File: src/rtl/mlcfm_pkg.sv
`default_nettype none

package mlcfm_pkg;

    // Defaults for the top-level parameters
    localparam int MAX_CHIPS_DEF    = 4;
    localparam int SETTLE_COUNT_DEF = 4;

    // Hard limit on chips addressable by the 2-bit chip field
    localparam int CHIP_CAP = 4;

    localparam int RAW_W    = 28;
    localparam int READ_W   = 24;
    localparam int WORD_W   = 32;
    localparam int SUM_W    = 26;
    localparam int SETTLE_W = 3;
    localparam int CNT_W    = 3;
    localparam int GAIN_W   = 3;
    localparam int SLOT_W   = 2;
    localparam int ADDR_W   = 4;
    localparam int DATA_W   = 32;

    localparam logic OP_RESTART = 1'b0;
    localparam logic OP_FRAME   = 1'b1;

    localparam logic [1:0] ERR_NONE   = 2'd0;
    localparam logic [1:0] ERR_DESYNC = 2'd1;
    localparam logic [1:0] ERR_LATE   = 2'd2;

    localparam logic [1:0] REG_CHIP_COUNT   = 2'd0;
    localparam logic [1:0] REG_GAIN_SELECT  = 2'd1;
    localparam logic [1:0] REG_PROBE_ENABLE = 2'd2;

    localparam logic [WORD_W-1:0] WORD_DESYNC = 32'h8000_0000;
    localparam logic [WORD_W-1:0] WORD_LATE   = 32'h4000_0000;
    localparam logic [WORD_W-1:0] WORD_BAD    = 32'h2000_0000;
    localparam logic [READ_W-1:0] READ_ALL_ONES = 24'hFF_FFFF;

    typedef struct packed {
        logic [CNT_W-1:0]  chip_count;
        logic [GAIN_W-1:0] gain_select;
        logic              probe_enable;
    } cfg_t;

    // Control half of a snapshot handed from the frame stage to the emitter
    typedef struct packed {
        logic             load;
        logic [1:0]       err;
        logic [CNT_W-1:0] n;
        logic             probe;
    } snap_ctl_t;

    function automatic logic [CNT_W-1:0] clamp_chips(input logic [CNT_W-1:0] cnt,
                                                     input int cap);
        logic [CNT_W-1:0] r;
        r = cnt;
        if (cnt == '0) begin
            r = CNT_W'(1);
        end else if (int'(cnt) > cap) begin
            r = CNT_W'(cap);
        end
        return r;
    endfunction

    function automatic logic [GAIN_W-1:0] clamp_gain(input logic [GAIN_W-1:0] g);
        logic [GAIN_W-1:0] r;
        r = g;
        if (g == '0) begin
            r = GAIN_W'(1);
        end else if (g > GAIN_W'(4)) begin
            r = GAIN_W'(4);
        end
        return r;
    endfunction

endpackage

`default_nettype wire

File: src/rtl/mlcfm_cfg_regs.sv
`default_nettype none

module mlcfm_cfg_regs (
    input  logic                         aclk,
    input  logic                         aresetn,
    input  logic                         psel,
    input  logic                         penable,
    input  logic                         pwrite,
    input  logic [mlcfm_pkg::ADDR_W-1:0] paddr,
    input  logic [mlcfm_pkg::DATA_W-1:0] pwdata,
    output logic [mlcfm_pkg::DATA_W-1:0] prdata,
    output logic                         pready,
    output mlcfm_pkg::cfg_t              cfg
);
    import mlcfm_pkg::*;

    cfg_t       cfg_reg;
    logic [1:0] reg_idx;
    logic       wr_en;

    assign reg_idx = paddr[3:2];
    assign wr_en   = psel && penable && pwrite;
    assign pready  = 1'b1;
    assign cfg     = cfg_reg;

    always_comb begin
        unique case (reg_idx)
            REG_CHIP_COUNT:   prdata = DATA_W'(cfg_reg.chip_count);
            REG_GAIN_SELECT:  prdata = DATA_W'(cfg_reg.gain_select);
            REG_PROBE_ENABLE: prdata = DATA_W'(cfg_reg.probe_enable);
            default:          prdata = '0;
        endcase
    end

    always_ff @(posedge aclk) begin
        if (!aresetn) begin
            cfg_reg.chip_count   <= CNT_W'(1);
            cfg_reg.gain_select  <= GAIN_W'(1);
            cfg_reg.probe_enable <= 1'b0;
        end else if (wr_en) begin
            unique case (reg_idx)
                REG_CHIP_COUNT:   cfg_reg.chip_count   <= pwdata[CNT_W-1:0];
                REG_GAIN_SELECT:  cfg_reg.gain_select  <= pwdata[GAIN_W-1:0];
                REG_PROBE_ENABLE: cfg_reg.probe_enable <= pwdata[0];
                default: ;
            endcase
        end
    end

endmodule

`default_nettype wire

File: src/rtl/mlcfm_frame_proc.sv
`default_nettype none

module mlcfm_frame_proc #(
    parameter int NCHIP        = mlcfm_pkg::MAX_CHIPS_DEF,
    parameter int SETTLE_COUNT = mlcfm_pkg::SETTLE_COUNT_DEF
) (
    input  logic                                          aclk,
    input  logic                                          aresetn,
    input  mlcfm_pkg::cfg_t                               cfg,
    input  logic                                          s_valid,
    output logic                                          s_ready,
    input  logic                                          s_op,
    input  logic [mlcfm_pkg::SLOT_W-1:0]                  s_chip,
    input  logic [mlcfm_pkg::RAW_W-1:0]                   s_raw_frame,
    input  logic                                          s_frame_overrun,
    input  logic                                          s_pass_end,
    input  logic                                          snap_free,
    output mlcfm_pkg::snap_ctl_t                          snap_ctl,
    output logic [NCHIP-1:0]                              snap_bad,
    output logic [NCHIP-1:0][mlcfm_pkg::READ_W-1:0]       snap_reading
);
    import mlcfm_pkg::*;

    // input register
    logic              in_vld_reg;
    logic              op_reg;
    logic [SLOT_W-1:0] chip_reg;
    logic [RAW_W-1:0]  raw_reg;
    logic              late_reg;
    logic              pend_reg;

    // held state
    logic [NCHIP-1:0][READ_W-1:0]   held_reg,   held_next;
    logic [NCHIP-1:0]               bad_reg,    bad_next;
    logic [NCHIP-1:0][SETTLE_W-1:0] settle_reg, settle_next;
    logic [1:0]                     err_reg,    err_next;
    logic [NCHIP-1:0]               seen_reg,   seen_next;
    logic                           prim_reg,   prim_next;

    logic [CNT_W-1:0]  n;
    logic [GAIN_W-1:0] g;
    logic              trailer_ok;
    logic [READ_W-1:0] reading;
    logic              in_use;
    logic              all_seen;
    logic              emit;
    logic              fire;

    assign n = clamp_chips(cfg.chip_count, NCHIP);
    assign g = clamp_gain(cfg.gain_select);

    always_comb begin
        unique case (g)
            GAIN_W'(1): begin
                trailer_ok = raw_reg[0];
                reading    = raw_reg[24:1];
            end
            GAIN_W'(2): begin
                trailer_ok = &raw_reg[1:0];
                reading    = raw_reg[25:2];
            end
            GAIN_W'(3): begin
                trailer_ok = &raw_reg[2:0];
                reading    = raw_reg[26:3];
            end
            default: begin
                trailer_ok = &raw_reg[3:0];
                reading    = raw_reg[27:4];
            end
        endcase
    end

    assign in_use = ({1'b0, chip_reg} < n);

    always_comb begin
        held_next   = held_reg;
        bad_next    = bad_reg;
        settle_next = settle_reg;
        err_next    = err_reg;
        seen_next   = seen_reg;
        prim_next   = prim_reg;
        emit        = 1'b0;
        all_seen    = 1'b1;

        if (op_reg == OP_RESTART) begin
            bad_next  = '0;
            err_next  = ERR_NONE;
            seen_next = '0;
            prim_next = 1'b0;
            for (int i = 0; i < NCHIP; i++) begin
                settle_next[i] = SETTLE_W'(SETTLE_COUNT);
            end
        end else begin
            for (int i = 0; i < NCHIP; i++) begin
                if (in_use && chip_reg == SLOT_W'(i)) begin
                    if (settle_reg[i] != '0) begin
                        settle_next[i] = settle_reg[i] - SETTLE_W'(1);
                    end else if (!trailer_ok) begin
                        err_next = ERR_DESYNC;
                    end else if (reading == READ_ALL_ONES) begin
                        bad_next[i] = 1'b1;
                    end else if (late_reg) begin
                        err_next = ERR_LATE;
                    end else begin
                        bad_next[i]  = 1'b0;
                        held_next[i] = reading;
                        seen_next[i] = 1'b1;
                    end
                end
            end
            if (in_use && chip_reg == '0) begin
                prim_next = 1'b1;
            end
            for (int i = 0; i < NCHIP; i++) begin
                if (CNT_W'(i) < n && !seen_next[i]) begin
                    all_seen = 1'b0;
                end
            end
            if (pend_reg) begin
                emit      = prim_next && (err_next != ERR_NONE || all_seen);
                prim_next = 1'b0;
            end
        end
    end

    assign fire    = in_vld_reg && (!emit || snap_free);
    assign s_ready = !in_vld_reg || fire;

    assign snap_ctl.load  = fire && emit;
    assign snap_ctl.err   = err_next;
    assign snap_ctl.n     = n;
    assign snap_ctl.probe = cfg.probe_enable;
    assign snap_bad       = bad_next;
    assign snap_reading   = held_next;

    always_ff @(posedge aclk) begin
        if (!aresetn) begin
            in_vld_reg <= 1'b0;
        end else if (s_ready) begin
            in_vld_reg <= s_valid;
        end
        if (s_valid && s_ready) begin
            op_reg   <= s_op;
            chip_reg <= s_chip;
            raw_reg  <= s_raw_frame;
            late_reg <= s_frame_overrun;
            pend_reg <= s_pass_end;
        end
    end

    always_ff @(posedge aclk) begin
        if (!aresetn) begin
            bad_reg    <= '0;
            settle_reg <= '0;
            err_reg    <= ERR_NONE;
            seen_reg   <= '0;
            prim_reg   <= 1'b0;
        end else if (fire) begin
            bad_reg    <= bad_next;
            settle_reg <= settle_next;
            err_reg    <= err_next;
            seen_reg   <= seen_next;
            prim_reg   <= prim_next;
        end
        if (fire) begin
            held_reg <= held_next;
        end
    end

endmodule

`default_nettype wire

File: src/rtl/mlcfm_emitter.sv
`default_nettype none

module mlcfm_emitter #(
    parameter int NCHIP = mlcfm_pkg::MAX_CHIPS_DEF
) (
    input  logic                                    aclk,
    input  logic                                    aresetn,
    input  mlcfm_pkg::snap_ctl_t                    snap_ctl,
    input  logic [NCHIP-1:0]                        snap_bad,
    input  logic [NCHIP-1:0][mlcfm_pkg::READ_W-1:0] snap_reading,
    output logic                                    snap_free,
    output logic                                    m_valid,
    input  logic                                    m_ready,
    output logic [mlcfm_pkg::SLOT_W-1:0]            m_slot,
    output logic [mlcfm_pkg::WORD_W-1:0]            m_word,
    output logic signed [mlcfm_pkg::SUM_W-1:0]      m_load_sum,
    output logic                                    m_sum_valid,
    output logic                                    m_last
);
    import mlcfm_pkg::*;

    // snapshot of one frame set
    logic                         sv_reg;
    logic [1:0]                   s_err_reg;
    logic [CNT_W-1:0]             s_n_reg;
    logic                         s_probe_reg;
    logic [NCHIP-1:0]             s_bad_reg;
    logic [NCHIP-1:0][READ_W-1:0] s_read_reg;
    logic [SLOT_W-1:0]            idx_reg;

    // output register
    logic                     m_valid_reg;
    logic [SLOT_W-1:0]        m_slot_reg;
    logic [WORD_W-1:0]        m_word_reg;
    logic signed [SUM_W-1:0]  m_sum_reg;
    logic                     m_sum_valid_reg;
    logic                     m_last_reg;

    logic                    out_free;
    logic                    last_idx;
    logic                    move;
    logic [READ_W-1:0]       sel_read;
    logic                    sel_bad;
    logic                    sum_ok;
    logic signed [SUM_W-1:0] sum;
    logic [WORD_W-1:0]       word;

    assign out_free  = !m_valid_reg || m_ready;
    assign last_idx  = (CNT_W'(idx_reg) + CNT_W'(1) == s_n_reg);
    assign move      = sv_reg && out_free;
    assign snap_free = !sv_reg || (out_free && last_idx);

    always_comb begin
        sel_read = s_read_reg[0];
        sel_bad  = s_bad_reg[0];
        for (int i = 1; i < NCHIP; i++) begin
            if (idx_reg == SLOT_W'(i)) begin
                sel_read = s_read_reg[i];
                sel_bad  = s_bad_reg[i];
            end
        end
    end

    assign sum_ok = (s_err_reg == ERR_NONE) && s_probe_reg;

    always_comb begin
        sum = '0;
        for (int i = 0; i < NCHIP; i++) begin
            if (CNT_W'(i) < s_n_reg) begin
                sum = sum + SUM_W'(signed'(s_read_reg[i]));
            end
        end
        if (!sum_ok) begin
            sum = '0;
        end
    end

    always_comb begin
        priority if (s_err_reg == ERR_DESYNC) begin
            word = WORD_DESYNC;
        end else if (s_err_reg == ERR_LATE) begin
            word = WORD_LATE;
        end else if (sel_bad) begin
            word = WORD_BAD;
        end else begin
            word = WORD_W'(signed'(sel_read));
        end
    end

    always_ff @(posedge aclk) begin
        if (!aresetn) begin
            sv_reg  <= 1'b0;
            idx_reg <= '0;
        end else if (snap_ctl.load) begin
            sv_reg  <= 1'b1;
            idx_reg <= '0;
        end else if (move && last_idx) begin
            sv_reg  <= 1'b0;
            idx_reg <= '0;
        end else if (move) begin
            idx_reg <= idx_reg + SLOT_W'(1);
        end
        if (snap_ctl.load) begin
            s_err_reg   <= snap_ctl.err;
            s_n_reg     <= snap_ctl.n;
            s_probe_reg <= snap_ctl.probe;
            s_bad_reg   <= snap_bad;
            s_read_reg  <= snap_reading;
        end
    end

    always_ff @(posedge aclk) begin
        if (!aresetn) begin
            m_valid_reg <= 1'b0;
        end else if (move) begin
            m_valid_reg <= 1'b1;
        end else if (m_ready) begin
            m_valid_reg <= 1'b0;
        end
        if (move) begin
            m_slot_reg      <= idx_reg;
            m_word_reg      <= word;
            m_sum_reg       <= sum;
            m_sum_valid_reg <= sum_ok;
            m_last_reg      <= last_idx;
        end
    end

    assign m_valid     = m_valid_reg;
    assign m_slot      = m_slot_reg;
    assign m_word      = m_word_reg;
    assign m_load_sum  = m_sum_reg;
    assign m_sum_valid = m_sum_valid_reg;
    assign m_last      = m_last_reg;

endmodule

`default_nettype wire

File: src/rtl/multi_loadcell_adc_frame_merger.sv
// Channel   | Direction | Beat carries                                        | Handshake
// ----------+-----------+-----------------------------------------------------+----------------
// s_        | in        | op, chip, raw_frame, frame_overrun, pass_end        | s_valid/s_ready
// m_        | out       | slot, word, load_sum, sum_valid, last               | m_valid/m_ready
// APB       | in/out    | chip_count (0x0), gain_select (0x4), probe_enable (0x8) | psel/penable
//
// Flow: an input beat is registered, then checked and folded into the chip state; a beat
//   that causes no words leaves room for the next beat every cycle.
// A beat that closes a pass and emits copies the state into a single snapshot buffer; the
//   snapshot drains one word per cycle through the output register while it is free, and
//   the next emitting beat can pass once the last of its chip_count words (1..4) moves.
// Reset (aresetn low, synchronous) clears errors, marks, settle counters, seen mask, pass
//   flag and the input, snapshot and output valid flags; held readings are not cleared.
// Stalls: m_ready low holds the output register; an emitting beat waits in the input
//   register while the snapshot still has words to drain, and s_ready drops only then.
`default_nettype none

module multi_loadcell_adc_frame_merger #(
    parameter int MAX_CHIPS    = mlcfm_pkg::MAX_CHIPS_DEF,
    parameter int SETTLE_COUNT = mlcfm_pkg::SETTLE_COUNT_DEF
) (
    input  logic                              aclk,
    input  logic                              aresetn,
    // input beats
    input  logic                              s_valid,
    output logic                              s_ready,
    input  logic                              s_op,
    input  logic [mlcfm_pkg::SLOT_W-1:0]      s_chip,
    input  logic [mlcfm_pkg::RAW_W-1:0]       s_raw_frame,
    input  logic                              s_frame_overrun,
    input  logic                              s_pass_end,
    // result beats
    output logic                              m_valid,
    input  logic                              m_ready,
    output logic [mlcfm_pkg::SLOT_W-1:0]      m_slot,
    output logic [mlcfm_pkg::WORD_W-1:0]      m_word,
    output logic signed [mlcfm_pkg::SUM_W-1:0] m_load_sum,
    output logic                              m_sum_valid,
    output logic                              m_last,
    // register port
    input  logic                              psel,
    input  logic                              penable,
    input  logic                              pwrite,
    input  logic [mlcfm_pkg::ADDR_W-1:0]      paddr,
    input  logic [mlcfm_pkg::DATA_W-1:0]      pwdata,
    output logic [mlcfm_pkg::DATA_W-1:0]      prdata,
    output logic                              pready
);
    import mlcfm_pkg::*;

    // chips with storage: the chip field addresses at most four
    localparam int NCHIP = (MAX_CHIPS < CHIP_CAP) ? MAX_CHIPS : CHIP_CAP;

    cfg_t                         cfg;
    snap_ctl_t                    snap_ctl;
    logic [NCHIP-1:0]             snap_bad;
    logic [NCHIP-1:0][READ_W-1:0] snap_reading;
    logic                         snap_free;

    // configuration registers, to be written only while idle; the block does not enforce it
    mlcfm_cfg_regs u_cfg (
        .aclk    (aclk),
        .aresetn (aresetn),
        .psel    (psel),
        .penable (penable),
        .pwrite  (pwrite),
        .paddr   (paddr),
        .pwdata  (pwdata),
        .prdata  (prdata),
        .pready  (pready),
        .cfg     (cfg)
    );

    // input register, frame checks and chip state
    mlcfm_frame_proc #(
        .NCHIP        (NCHIP),
        .SETTLE_COUNT (SETTLE_COUNT)
    ) u_proc (
        .aclk            (aclk),
        .aresetn         (aresetn),
        .cfg             (cfg),
        .s_valid         (s_valid),
        .s_ready         (s_ready),
        .s_op            (s_op),
        .s_chip          (s_chip),
        .s_raw_frame     (s_raw_frame),
        .s_frame_overrun (s_frame_overrun),
        .s_pass_end      (s_pass_end),
        .snap_free       (snap_free),
        .snap_ctl        (snap_ctl),
        .snap_bad        (snap_bad),
        .snap_reading    (snap_reading)
    );

    // snapshot buffer and output register, one word per beat
    mlcfm_emitter #(
        .NCHIP (NCHIP)
    ) u_emit (
        .aclk         (aclk),
        .aresetn      (aresetn),
        .snap_ctl     (snap_ctl),
        .snap_bad     (snap_bad),
        .snap_reading (snap_reading),
        .snap_free    (snap_free),
        .m_valid      (m_valid),
        .m_ready      (m_ready),
        .m_slot       (m_slot),
        .m_word       (m_word),
        .m_load_sum   (m_load_sum),
        .m_sum_valid  (m_sum_valid),
        .m_last       (m_last)
    );

endmodule

`default_nettype wire

File: config.mk
export PLATFORM = sky130hd
export DESIGN_NAME = multi_loadcell_adc_frame_merger
export DESIGN_NICKNAME = d
export VERILOG_FILES = /design/src/rtl/mlcfm_pkg.sv /design/src/rtl/mlcfm_cfg_regs.sv /design/src/rtl/mlcfm_frame_proc.sv /design/src/rtl/mlcfm_emitter.sv /design/src/rtl/multi_loadcell_adc_frame_merger.sv
export SDC_FILE = /design/constraint.sdc
export NUM_CORES = 1
export LEC_CHECK = 0
export BUFFER_PORTS_ARGS = -buffer_cell sky130_fd_sc_hd__buf_4
export CAP_MARGIN = 10
export CORE_AREA = 3 3 181 183
export CTS_BUF_LIST = sky130_fd_sc_hd__clkbuf_8
export DETAILED_ROUTE_END_ITERATION = 10
export DIE_AREA = 0 0 184 186
export MAX_ROUTING_LAYER = met4
export PLACE_DENSITY_LB_ADDON = 0.2
export SETUP_SLACK_MARGIN = 0.3
export SLEW_MARGIN = 20
export SYNTH_ARGS = -nofsm -noshare
export SYNTH_HDL_FRONTEND = slang
export SYNTH_SLANG_ARGS = --single-unit
File: constraint.sdc
create_clock -name aclk -period 12.1 [get_ports aclk]
set_input_delay 2.42 -clock aclk [delete_from_list [all_inputs] [get_ports aclk]]
set_output_delay 2.42 -clock aclk [all_outputs]
set_load 0.005 [all_outputs]
# == After elaboration in Yosys (flattened, before gate mapping) ==
# Index checks and enable logic that the tools add are counted.
# totals
regBits,327
elab_cells,271
output_inout_bits,97
inputBits,76
# op_classes
muxes,132
n_eq_ne,23
bitwise,1
n_reduce_logical,56
add_sub_neg,9
magnitude_cmp,11
# op_table
cell,count
two-way mux 24 bit,23
two-way mux 26 bit,4
two-way mux 96 bit,1
adder 26 x 24 -> 26 bit,3
one-hot mux 24 bit (3 select lines),1
two-way mux 32 bit,2
two-way mux 1 bit,62
two-way mux 2 bit,22
two-way mux 3 bit,12
== test 24 bit (second input constant),1
logical AND 1 bit,18
inequality test 2 bit (second input constant),8
AND reduction 3 bit,5
== test 2 bit (second input constant),6
< comparator 1 x 3 -> 1 bit (first input constant),4
< comparator 2 x 3 -> 1 bit (first input constant),4
two-way mux 12 bit,1
nonzero test 3 bit,4
subtractor 3 x 1 -> 3 bit (second input constant),4
one-hot mux 3 bit (3 select lines),1
== test 2 x 1 -> 1 bit (second input constant),4
logical NOT 1 bit,8
two-way mux 4 bit,2
AND reduction 2 bit,4
other kinds (16),28

# == Depth between registers and ports, before layout ==
# Gate-level depths: netlist of the first run.
# logic_depth
word_depth,36
mapped_depth,36
mapped_depth_nobuf,33

# == Cells and area by module ==
# Synthesis of the first run repeated with hierarchy kept, for this count alone.
# hier_totals
hier_cells,1835
area_unflattened_um2,19737.7
# by_module_without_submodules
module,area_each_um2,cells_per_inst,n_inst
mlcfm_emitter,11409.7,1166,1
mlcfm_frame_proc,7709.9,599,1
mlcfm_cfg_regs,618.1,70,1

# == Worst setup path after synthesis of the first run ==
# No wires, ideal clock.
# synth_timing
path_type,reg-to-reg
start,register u_emit.s_n_reg[2]
end,"register u_emit.m_sum_reg[25], in the netlist u_emit.m_load_sum[25], data pin"
stages_incl_launch_ff,36
period_less_slack_ps,7996
path_slack_ps,4104
arrival_time_ps,7736
path_cell_list,edfxtp_1 -> clkbuf_1 -> or2_2 -> clkbuf_1 -> nor2_1 -> clkbuf_1 -> nor2b_1 -> ha_1 -> fa_1 -> a21o_1 -> a21oi_1 -> o21bai_1 -> a2111oi_1 -> o21ai_0 -> a21oi_1 -> xnor2_1 -> a21o_1 -> ha_1 -> nand4_1 -> nor2_1 -> a211oi_1 -> o211ai_1 -> a21oi_1 -> o21bai_1 -> o311ai_0 -> nand2_1 -> ha_1 -> a21o_1 -> a21o_1 -> a21oi_1 -> nor2_1 -> a221o_1 -> o41ai_1 -> xor3_1 -> a21oi_1 -> mux2_2
# synth_via
elab_chain_len,8
word_cells_on_any_way,11
cone_classes,add/sub: 3; order compare: 4; mux: 4
# synth_rtl
item,line_no,text
from (decl),mlcfm_emitter.sv:25,logic [CNT_W-1:0] s_n_reg;
from (signal assigned),mlcfm_emitter.sv:105,s_n_reg <= snap_ctl.n;
< comparator 1 x 3 -> 1 bit,mlcfm_emitter.sv:69,if (CNT_W'(i) < s_n_reg) begin
two-way mux 26 bit,mlcfm_emitter.sv:69,
adder 26 x 24 -> 26 bit,mlcfm_emitter.sv:70,sum = sum + SUM_W'(signed'(s_read_reg[i]));
two-way mux 26 bit,mlcfm_emitter.sv:69,
adder 26 x 24 -> 26 bit,mlcfm_emitter.sv:70,
two-way mux 26 bit,mlcfm_emitter.sv:69,
adder 26 x 24 -> 26 bit,mlcfm_emitter.sv:70,
two-way mux 26 bit (*),mlcfm_emitter.sv:69,
to (signal assigned),mlcfm_emitter.sv:123,m_sum_reg <= sum;
to (decl),mlcfm_emitter.sv:35,logic signed [SUM_W-1:0] m_sum_reg;
# Mark *: on every way between the ends. The rest lies on a longest branch, timed or not.
# A chain may end at the register's enable or synchronous reset.

# == Worst setup path in the final report of the first run ==
# layout_timing
start,register u_emit.s_n_reg[1]
end,"register u_emit.m_sum_reg[25], in the netlist u_emit.m_load_sum[25], data pin"
# Same word-level chain as after synthesis.

==> impl_metrics.py, run 1 <==
metrics = {
    "outcome": {
        "status": "completed",
    },
    "setup_path": {
        "end_kind": "flop",
        "r2r-start": "u_emit.s_n_reg[1]$_DFFE_PP_",
        "crit_fanout": 23,
        "start_kind": "flop",
        "regToRegSetupSlack_ns": 2.93,
        "crit_type": "flop to flop",
        "cp.required_ns": 12.44,
        "worst_r2r_endpoint": "u_emit.m_load_sum[25]$_SDFFCE_PN0P_",
        "slowest_delay_ns": 0.75,
        "worst-r2r-cell-count": 31,
        "cpMaxStageDelayCell": "a2111oi_1",
        "crit_arrival_ns": 9.51,
    },
    "global_routing": {
        "grt_overflow": 0,
        "grt_max_degree": 68,
        "antenna_found_initial": 0,
        "grt_pass1_wl_um": 70500,
        "grt_pass1_vias": 13400,
        "grt_usage_pct": 26.8,
    },
    "sta": {
        "rsz0062_at_grt": "no",
        "tns_ns": 0,
        "max_slew_margin_pct": 31.9,
        "fin_skew_ns": 0.0281,
        "worstMarginPinSlew_ns": 1.01,
        "min_period_ns": 9.17,
        "finalHoldViolations": 0,
        "finalSetupViolCount": 0,
        "fin_crit_sh_pct": 75.8,
        "finalMaxSlewViolations": 0,
        "final.setup.worst_slack_ns": 2.93,
        "fmaxAchievable_mhz": 109,
    },
    "floorplanning": {
        "die_h_um": 186,
        "num_io_pins": 173,
        "start_util_pct": 59.7,
        "die_x_um": 184,
        "rows": 65,
        "core_mm2": 0.0314,
        "dieArea_mm2": 0.0342,
    },
    "final_layout": {
        "nFillCells": 2458,
        "utilization_pct": 65.9,
        "antenna_cells": 0,
        "areaGrowthSynthToFinish_pct": 10.5,
        "drive_gt1_share_pct": 12.8,
        "design_area_mm2": 0.0207,
        "final_nets": 2069,
    },
    "logic_synthesis": {
        "synth_edf_count": 292,
        "synth.area.top_cells": "edfxtp_1 47%, ha_1 5.9%, a21oi_1 5.0%",
        "synth_warnings": 0,
        "yosysSeqAreaShare_pct": 50.6,
        "synthArstFlopShare_pct": 0,
        "synth.distinct_cells": 81,
        "ys_ff_latch": 327,
        "netlist_area_mm2": 0.0187,
        "synth_top_area_share_pct": 46.8,
        "syn_avg_cell_area_um2": 10.4,
        "synth_area_leader_cell": "edfxtp_1",
        "synth-main-ff-cell": "edfxtp_1",
        "netlist_instances": 1809,
    },
    "clock_tree": {
        "cts_root_buf": "clkbuf_8",
        "postCtsHoldBufs": 0,
        "cts_inserted_buffers": 52,
        "postCtsSetupRepairBufs": 0,
        "clockBufferDepth": 3,
        "cts_resized": 0,
        "cts_num_sinks": 327,
        "cts_tree": "built",
        "clk-insertion-delay-late_ns": 0.60,
        "ctsHtreeMaxLevel": 2,
        "path_clk_slew_ns": 0.06,
    },
    "power": {
        "p_seq_share_pct": 56.0,
        "power_mw": 2.26,
        "p_leak_nw": 8.12,
        "switchingPower_mw": 0.523,
        "swShare_pct": 23.1,
        "intPower_mw": 1.74,
        "powerDensity_mw_per_mm2": 109,
        "peakVddDrop_uv": 95.3,
        "power_frac_clock_pct": 39.1,
        "pwr-share-comb_pct": 4.9,
    },
    "placed_design": {
        "dp_hpwl_um": 31800,
        "placed_cell_area_mm2": 0.0197,
        "dp_slack_ns": 3.12,
        "port_buffers": 111,
        "gp_congestion": 0.942,
    },
    "detailed_routing": {
        "routed_wl_um": 44500,
        "drtAntennaViolNets": 0,
        "avgRoutedWirePerCell_um": 19.0,
        "dr_total_vias": 13900,
        "avgViaCountPerCell": 5.94,
        "first_pass_iters": 5,
        "drt-initial-drc-count": 978,
        "drc_errors": 0,
    },
    "worst_hold_path": {
        "hp-class": "flop to flop",
        "hold_path_depth": 1,
        "min_from": "u_proc.seen_reg[0]$_SDFFE_PN0P_",
        "hold-path-endpoint": "u_proc.seen_reg[0]$_SDFFE_PN0P_",
    },
    "job": {
        "drv_cap": 0,
    },
}
## cell usage after synthesis, drive strengths merged, types with 21 or more instances
master / count
clkbuf: 70
ha: 89
inv: 50
xnor2: 37
dfxtp: 35
nand3: 31
buf: 50
o21a: 21
nor2: 197
a21o: 29
edfxtp: 292
o21ai: 131
nand2: 163
a211oi: 35
mux2i: 80
nor3: 27
nor2b: 44
xor2: 24
a21oi: 186
## power by group through the flow
| stage | logic, mW | clock network (mW) | registers (mW) |
|---|---|---|---|
| after detailed placement | 0.111 | 0 | 1.29 |
| final | 0.112 | 0.885 | 1.27 |
| after CTS | 0.111 | 0.905 | 1.27 |
| after global placement | 0.107 | 0 | 1.29 |
| after floorplan | 0.0822 | 0 | 1.28 |
| after global routing | 0.125 | 0.966 | 1.27 |
## worst max path at each step
stage                                 from                             endpoint  depth (start not counted)
2_1_floorplan  u_emit.s_n_reg[2]$_DFFE_PP_  u_emit.m_load_sum[25]$_SDFFCE_PN0P_                         35
3_3_place_gp   u_emit.s_n_reg[1]$_DFFE_PP_  u_emit.m_load_sum[25]$_SDFFCE_PN0P_                         31
3_5_place_dp   u_emit.s_n_reg[1]$_DFFE_PP_  u_emit.m_load_sum[25]$_SDFFCE_PN0P_                         34
4_1_cts        u_emit.s_n_reg[1]$_DFFE_PP_  u_emit.m_load_sum[25]$_SDFFCE_PN0P_                         34
5_1_grt        u_emit.s_n_reg[1]$_DFFE_PP_  u_emit.m_load_sum[25]$_SDFFCE_PN0P_                         34
6_report       u_emit.s_n_reg[1]$_DFFE_PP_  u_emit.m_load_sum[25]$_SDFFCE_PN0P_                         31
## per-stage QoR
step                instances  hold WS (ns)
floorplan                1837         0.430
global placement         2249         0.443
detailed placement       2249         0.449
CTS                      2344         0.464
global route             2344         0.480
finish                   2344         0.465
## worst max-delay path, delay by kind of cell, from the launching register on
family	cells	cell delay, ns
AO/OA/AOI/OAI	14	4.38
buffers and inverters	2	0.48
adder cells (fa/ha/maj)	4	1.39
AND/OR/NAND/NOR	8	1.41
XOR/XNOR	2	0.53
flip-flops	1	0.37
multiplexers	1	0.35
## cell usage in the layout (no fill, tap or decap), drive strengths merged, types with 5 or more instances in the layout
master   instances
o211ai           7
or3              6
nor2           197
mux2            16
a21boi           8
nor4             7
xnor2           37
buf            130
nand2b          16
nand3           31
nand4            6
nor3b            5
or2              7
clkinv          31
o21bai          14
inv             62
o31ai            6
o21a            21
nand2          163
nor3            27
a21oi          186
xor2            24
o22ai            7
o21ai          131
o2bb2ai          6
nand3b           8
nor2b           44
o221a            5
ha              89
a211oi          35
mux2i           80
a21o            29
dfxtp           35
clkbuf          52
edfxtp         292
and3            13
conb            30
## kinds of logic (layout without fill, tap and decap cells)
group | count (synthesis) | after routing | synth area share [%]
and+or+nand+nor | 545 | 545 | 13.3
AOI/OAI and AO/OA | 513 | 513 | 17.2
DFF | 327 | 327 | 50.6
buffers and inverters | 172 | 277 | 4.38
muxes | 96 | 96 | 5.24
adders and majority gates | 92 | 92 | 6.27
xor gates and xnor gates | 62 | 62 | 2.98
other | 2 | 30 | 0.0401
## area by class of cell
cell class                 instances  area [µm²]  share of cell area [%]
timing repair buffer             130         976                    4.71
sequential                       327        9470                    45.8
tap                              402         503                    2.43
multi-input combinational       1338        8590                    41.5
clock buffer                      52         716                    3.46
clock inverter                    43         250                    1.21
inverter                          52         196                   0.949
## per-layer routing
| layer | global-route usage [%] | share of wire, % | vias up |
|---|---|---|---|
| met5 | - | 0 | - |
| met4 | 8.38 | 2.7 | 0 |
| met3 | 4.08 | 6.8 | 84 |
| met2 | 41.8 | 46 | 501 |
| met1 | 36.6 | 45 | 6543 |
| li1 | - | - | 6807 |
No activity file was read; power rests on OpenSTA's default activity.
==> run 2: changes to the inputs <==
==> constraint.sdc (replaced) <==
create_clock -name aclk -period 9.12 [get_ports aclk]
set_input_delay 1.824 -clock aclk [delete_from_list [all_inputs] [get_ports aclk]]
set_output_delay 1.824 -clock aclk [all_outputs]
set_load 0.005 [all_outputs]
==> run 2 against run 1 <==
Register-to-register slack worse by 2.0 ns. Utilization is 0.37 points higher. Flip-flop and latch count stayed put. Largest power group unchanged.
==> impl_metrics.py, run 2 (synthesis gave the netlist of run 1 again) <==
metrics = {
    "final_layout": {
        "areaGrowthSynthToFinish_pct": 11.1,
        "antenna_cells": 0,
        "fin_cells": 2349,
        "multiInputGateArea_mm2": 0.00861,
        "layout_commonest_cell": "edfxtp_1",
        "nFillCells": 2500,
        "final_nets": 2072,
        "regArea_mm2": 0.00947,
        "drive_gt1_share_pct": 12.8,
        "design_area_mm2": 0.0208,
        "final_cell_mix": "292 x edfxtp_1, 196 x nor2_1, 185 x a21oi_1",
    },
    "placed_design": {
        "dp_hpwl_um": 32400,
        "dp.cells": 2251,
        "placed_cell_area_mm2": 0.0197,
        "port_buffers": 111,
        "gp_congestion": 0.937,
    },
    "clock_tree": {
        "cts_num_sinks": 327,
        "cts_inserted_buffers": 53,
        "clockBufferDepth": 3,
        "postCtsSetupRepairBufs": 0,
        "cts_tree": "built",
        "path_clk_slew_ns": 0.06,
        "cts_root_buf": "clkbuf_8",
        "cts_resized": 0,
        "ctsHtreeMaxLevel": 2,
        "postCtsHoldBufs": 0,
        "clk-insertion-delay-late_ns": 0.62,
    },
    "floorplanning": {
        "dieArea_mm2": 0.0342,
        "num_io_pins": 173,
        "die_h_um": 186,
        "core_mm2": 0.0314,
        "die_x_um": 184,
        "rows": 65,
        "start_util_pct": 59.7,
    },
    "sta": {
        "max_slew_margin_pct": 29.1,
        "worstMarginPinSlew_ns": 1.05,
        "rsz0062_at_grt": "no",
        "finalHoldViolations": 0,
        "fin_skew_ns": 0.0423,
        "holdWs_ns": 0.472,
        "min_period_ns": 8.20,
        "finalMaxSlewViolations": 0,
        "finalSetupViolCount": 0,
        "tns_ns": 0,
        "fmaxAchievable_mhz": 122,
        "fin_crit_sh_pct": 89.9,
    },
    "setup_path": {
        "crit_arrival_ns": 8.57,
        "end_kind": "flop",
        "crit_type": "flop to flop",
        "start_kind": "flop",
        "path_common_cell": "a21oi_1",
        "regToRegSetupSlack_ns": 0.92,
        "cp.required_ns": 9.49,
        "crit_fanout": 5,
        "slowest_delay_ns": 0.44,
        "cpMaxStageDelayCell": "fa_1",
    },
    "outcome": {
        "status": "completed",
    },
    "detailed_routing": {
        "dr_total_vias": 14000,
        "drc_errors": 0,
        "avgViaCountPerCell": 5.95,
        "avgRoutedWirePerCell_um": 19.1,
        "drtAntennaViolNets": 0,
        "drt-initial-drc-count": 1016,
        "first_pass_iters": 5,
        "routed_wl_um": 44800,
    },
    "global_routing": {
        "grt_max_degree": 80,
        "grt_usage_pct": 26.9,
        "antenna_found_initial": 0,
        "grt_pass1_vias": 13200,
        "grt_overflow": 0,
        "grt_pass1_wl_um": 70200,
    },
    "power": {
        "power_mw": 3.08,
        "powerDensity_mw_per_mm2": 148,
        "p_leak_nw": 8.20,
        "peakVddDrop_uv": 133,
    },
    "job": {
        "drv_cap": 0,
    },
    "worst_hold_path": {
        "hp-class": "flop to flop",
    },
}
run 2: metal layers:
metal | vias up | global-route usage [%] | share of wire, %
met2 | 474 | 42.6 | 46
met4 | 0 | 6.80 | 2.0
met5 | - | - | 0
met1 | 6614 | 36.6 | 45
li1 | 6813 | - | -
met3 | 74 | 4.28 | 6.2
run 2: metrics by stage:
stage / setup WS [ns] / util (%)
after floorplan: 1.12 / -
after global placement: 0.783 / 62.9
after detailed placement: 0.632 / 62.9
after CTS: 0.650 / 66.2
after global routing: 0.432 / 66.3
final: 0.919 / 66.3
run 2: power breakdown:
group	total, mW	internal [mW]	switching (mW)
combinational	0.149	0.0549	0.0939
sequential	1.68	1.66	0.0209
clock	1.25	0.673	0.574
run 2: final timing paths:
path	from	end	depth (start not counted)
worst min-delay path	u_proc.settle_reg[3]$_SDFFE_PN0P_	u_proc.settle_reg[3]$_SDFFE_PN0P_	2
worst max register to register	u_emit.s_n_reg[2]$_DFFE_PP_	u_emit.m_load_sum[25]$_SDFFCE_PN0P_	33
worst min register to register	u_proc.settle_reg[3]$_SDFFE_PN0P_	u_proc.settle_reg[3]$_SDFFE_PN0P_	2
worst max-delay path	u_emit.s_n_reg[2]$_DFFE_PP_	u_emit.m_load_sum[25]$_SDFFCE_PN0P_	33
run 2: layout make-up:
| type | instances | share of cell area [%] |
|---|---|---|
| clock buffer | 55 | 3.64 |
| tap | 402 | 2.42 |
| timing repair buffer | 132 | 4.76 |
| inverter | 52 | 0.944 |
| multi-input combinational | 1338 | 41.4 |
| sequential | 327 | 45.5 |
| clock inverter | 43 | 1.38 |
run 2: critical path, delay by kind of cell (launching register included):
kind,cells,cell delay [ns]
and+or+nand+nor,6,0.97
muxes,1,0.34
adders and majority gates,4,1.37
DFF,1,0.40
AOI/OAI and AO/OA,18,4.07
buffers and inverters,1,0.17
xor gates and xnor gates,3,0.64
==> run 3: changes to the inputs <==
--- a/config.mk
+++ b/config.mk
@@ -12,7 +12,7 @@
 export DETAILED_ROUTE_END_ITERATION = 10
 export DIE_AREA = 0 0 184 186
 export MAX_ROUTING_LAYER = met4
-export PLACE_DENSITY_LB_ADDON = 0.2
+export PLACE_DENSITY = 0.8
 export SETUP_SLACK_MARGIN = 0.3
 export SLEW_MARGIN = 20
 export SYNTH_ARGS = -nofsm -noshare
==> run 3 against run 2 <==
Die area is the same. Count of clock-buffer cells in the layout unchanged. Combinational power about the same. Total power shrank 2.8%.
==> impl_metrics.py, run 3 (synthesis gave the netlist of run 1 again) <==
metrics = {
    "outcome": {
        "status": "completed",
    },
    "clock_tree": {
        "clk-insertion-delay-late_ns": 0.60,
        "cts_inserted_buffers": 53,
        "clockBufferDepth": 3,
        "cts_num_sinks": 327,
        "path_clk_slew_ns": 0.06,
        "ctsHtreeMaxLevel": 2,
        "cts_tree": "built",
        "postCtsSetupRepairBufs": 0,
        "cts_root_buf": "clkbuf_8",
        "postCtsHoldBufs": 0,
    },
    "final_layout": {
        "areaGrowthSynthToFinish_pct": 10.9,
        "layout_commonest_cell": "edfxtp_1",
        "design_area_mm2": 0.0208,
        "final_nets": 2073,
        "final_cell_mix": "292 x edfxtp_1, 196 x nor2_1, 186 x a21oi_1",
        "antenna_cells": 0,
        "drive_gt1_share_pct": 12.6,
    },
    "global_routing": {
        "grt_overflow": 0,
        "grt_pass1_vias": 13600,
        "grt_max_degree": 84,
        "grt_pass1_wl_um": 72000,
        "grt_usage_pct": 27.3,
        "antenna_found_initial": 0,
    },
    "sta": {
        "min_period_ns": 8.36,
        "tns_ns": 0,
        "worstMarginPinSlew_ns": 0.962,
        "fmaxAchievable_mhz": 120,
        "max_slew_margin_pct": 35.6,
        "finalSetupViolCount": 0,
        "rsz0062_at_grt": "no",
        "finalHoldViolations": 0,
        "fin_skew_ns": 0.0360,
        "finalMaxSlewViolations": 0,
        "fin_crit_sh_pct": 91.7,
    },
    "worst_hold_path": {
        "min_from": "u_proc.seen_reg[0]$_SDFFE_PN0P_",
        "hold_path_depth": 1,
        "hold-path-endpoint": "u_proc.seen_reg[0]$_SDFFE_PN0P_",
        "hp-class": "flop to flop",
    },
    "setup_path": {
        "slowest_delay_ns": 0.48,
        "cpMaxStageDelayCell": "a2111oi_4",
        "critPathTopFamily": "compound AO/OA/AOI/OAI gates",
        "start_kind": "flop",
        "path_depth": 29,
        "end_kind": "flop",
        "path_common_cell": "a21oi_1",
        "r2r-start": "u_emit.s_n_reg[2]$_DFFE_PP_",
        "regToRegSetupSlack_ns": 0.76,
        "crit_arrival_ns": 8.72,
        "worst_r2r_endpoint": "u_emit.m_load_sum[25]$_SDFFCE_PN0P_",
        "crit_buf_inv": 1,
        "cp.required_ns": 9.48,
        "worst-r2r-cell-count": 29,
        "crit_fanout": 22,
        "crit_type": "flop to flop",
    },
    "detailed_routing": {
        "avgViaCountPerCell": 6.04,
        "drtAntennaViolNets": 0,
        "routed_wl_um": 45400,
        "dr_total_vias": 14200,
        "first_pass_iters": 5,
        "drc_errors": 0,
        "drt-initial-drc-count": 1145,
        "avgRoutedWirePerCell_um": 19.3,
    },
    "power": {
        "peakVddDrop_uv": 120,
        "pwr-share-comb_pct": 5.0,
        "p_seq_share_pct": 56.2,
        "switchingPower_mw": 0.689,
        "intPower_mw": 2.30,
        "power_frac_clock_pct": 38.8,
        "powerDensity_mw_per_mm2": 144,
        "p_leak_nw": 8.14,
        "power_mw": 2.99,
        "swShare_pct": 23.0,
    },
    "job": {
        "drv_cap": 0,
    },
    "floorplanning": {
        "num_io_pins": 173,
        "dieArea_mm2": 0.0342,
        "die_h_um": 186,
        "start_util_pct": 59.7,
        "rows": 65,
        "die_x_um": 184,
        "core_mm2": 0.0314,
    },
    "placed_design": {
        "placed_cell_area_mm2": 0.0197,
        "port_buffers": 111,
        "gp_congestion": 0.986,
        "dp_hpwl_um": 32600,
    },
}
-- run 3: routing by layer --
layer  GRT usage, %  wire (µm)
met5              -          0
met4           9.40       1430
met3           4.81       3580
met2           41.1      20300
met1           37.8      20100
-- run 3: area by class of cell --
| class | count | area, µm² |
|---|---|---|
| clock buffer | 55 | 757 |
| clock inverter | 43 | 211 |
| fill | 2484 | 10600 |
| inverter | 52 | 196 |
| multi-input combinational | 1338 | 8610 |
| sequential | 327 | 9470 |
| tap | 402 | 503 |
| timing repair buffer | 133 | 1010 |
-- run 3: worst register-to-register path: cells and delay by family (launching register included) --
family          cells  cell delay [ns]
xor+xnor            2             0.52
mux                 1             0.34
compound gates     14             4.11
simple gates        8             1.32
fa+ha+maj           3             1.17
flops               1             0.37
buf+inv             1             0.31
-- run 3: what timing repair did --
| item | CTS | global route |
|---|---|---|
| gates resized for setup | 0 | 2 |
| hold endpoints to repair | 0 | 0 |
| endpoints found under the setup margin | 0 | 1 |
-- run 3: worst max path at each step --
stage,slack (ns),end,startpoint
after floorplan,1.12,u_emit.m_load_sum[25]$_SDFFCE_PN0P_,u_emit.s_n_reg[2]$_DFFE_PP_
after global placement,0.94,u_emit.m_load_sum[25]$_SDFFCE_PN0P_,u_emit.s_n_reg[2]$_DFFE_PP_
after detailed placement,0.61,u_emit.m_load_sum[25]$_SDFFCE_PN0P_,u_emit.s_n_reg[2]$_DFFE_PP_
after CTS,0.58,u_emit.m_load_sum[25]$_SDFFCE_PN0P_,u_emit.s_n_reg[2]$_DFFE_PP_
after global routing,0.30,u_emit.m_load_sum[25]$_SDFFCE_PN0P_,u_emit.s_n_reg[2]$_DFFE_PP_
final,0.76,u_emit.m_load_sum[25]$_SDFFCE_PN0P_,u_emit.s_n_reg[2]$_DFFE_PP_
-- run 3: power by group through the flow --
stage | clock network, mW | logic [mW] | registers (mW)
floorplan | 0 | 0.109 | 1.70
global placement | 0 | 0.142 | 1.71
detailed placement | 0 | 0.148 | 1.71
CTS | 1.19 | 0.148 | 1.68
global route | 1.26 | 0.169 | 1.68
finish | 1.16 | 0.150 | 1.68
-- run 3: stage by stage --
step / cells / setup WS [ns] / hold WS [ns] / util (%)
6_report: 2350 / 0.756 / 0.466 / 66.1
5_1_grt: 2350 / 0.303 / 0.487 / 66.1
4_1_cts: 2349 / 0.576 / 0.466 / 66.0
3_5_place_dp: 2251 / 0.614 / 0.451 / 62.9
3_3_place_gp: 2251 / 0.939 / 0.444 / 62.9
2_1_floorplan: 1837 / 1.12 / 0.430 / -
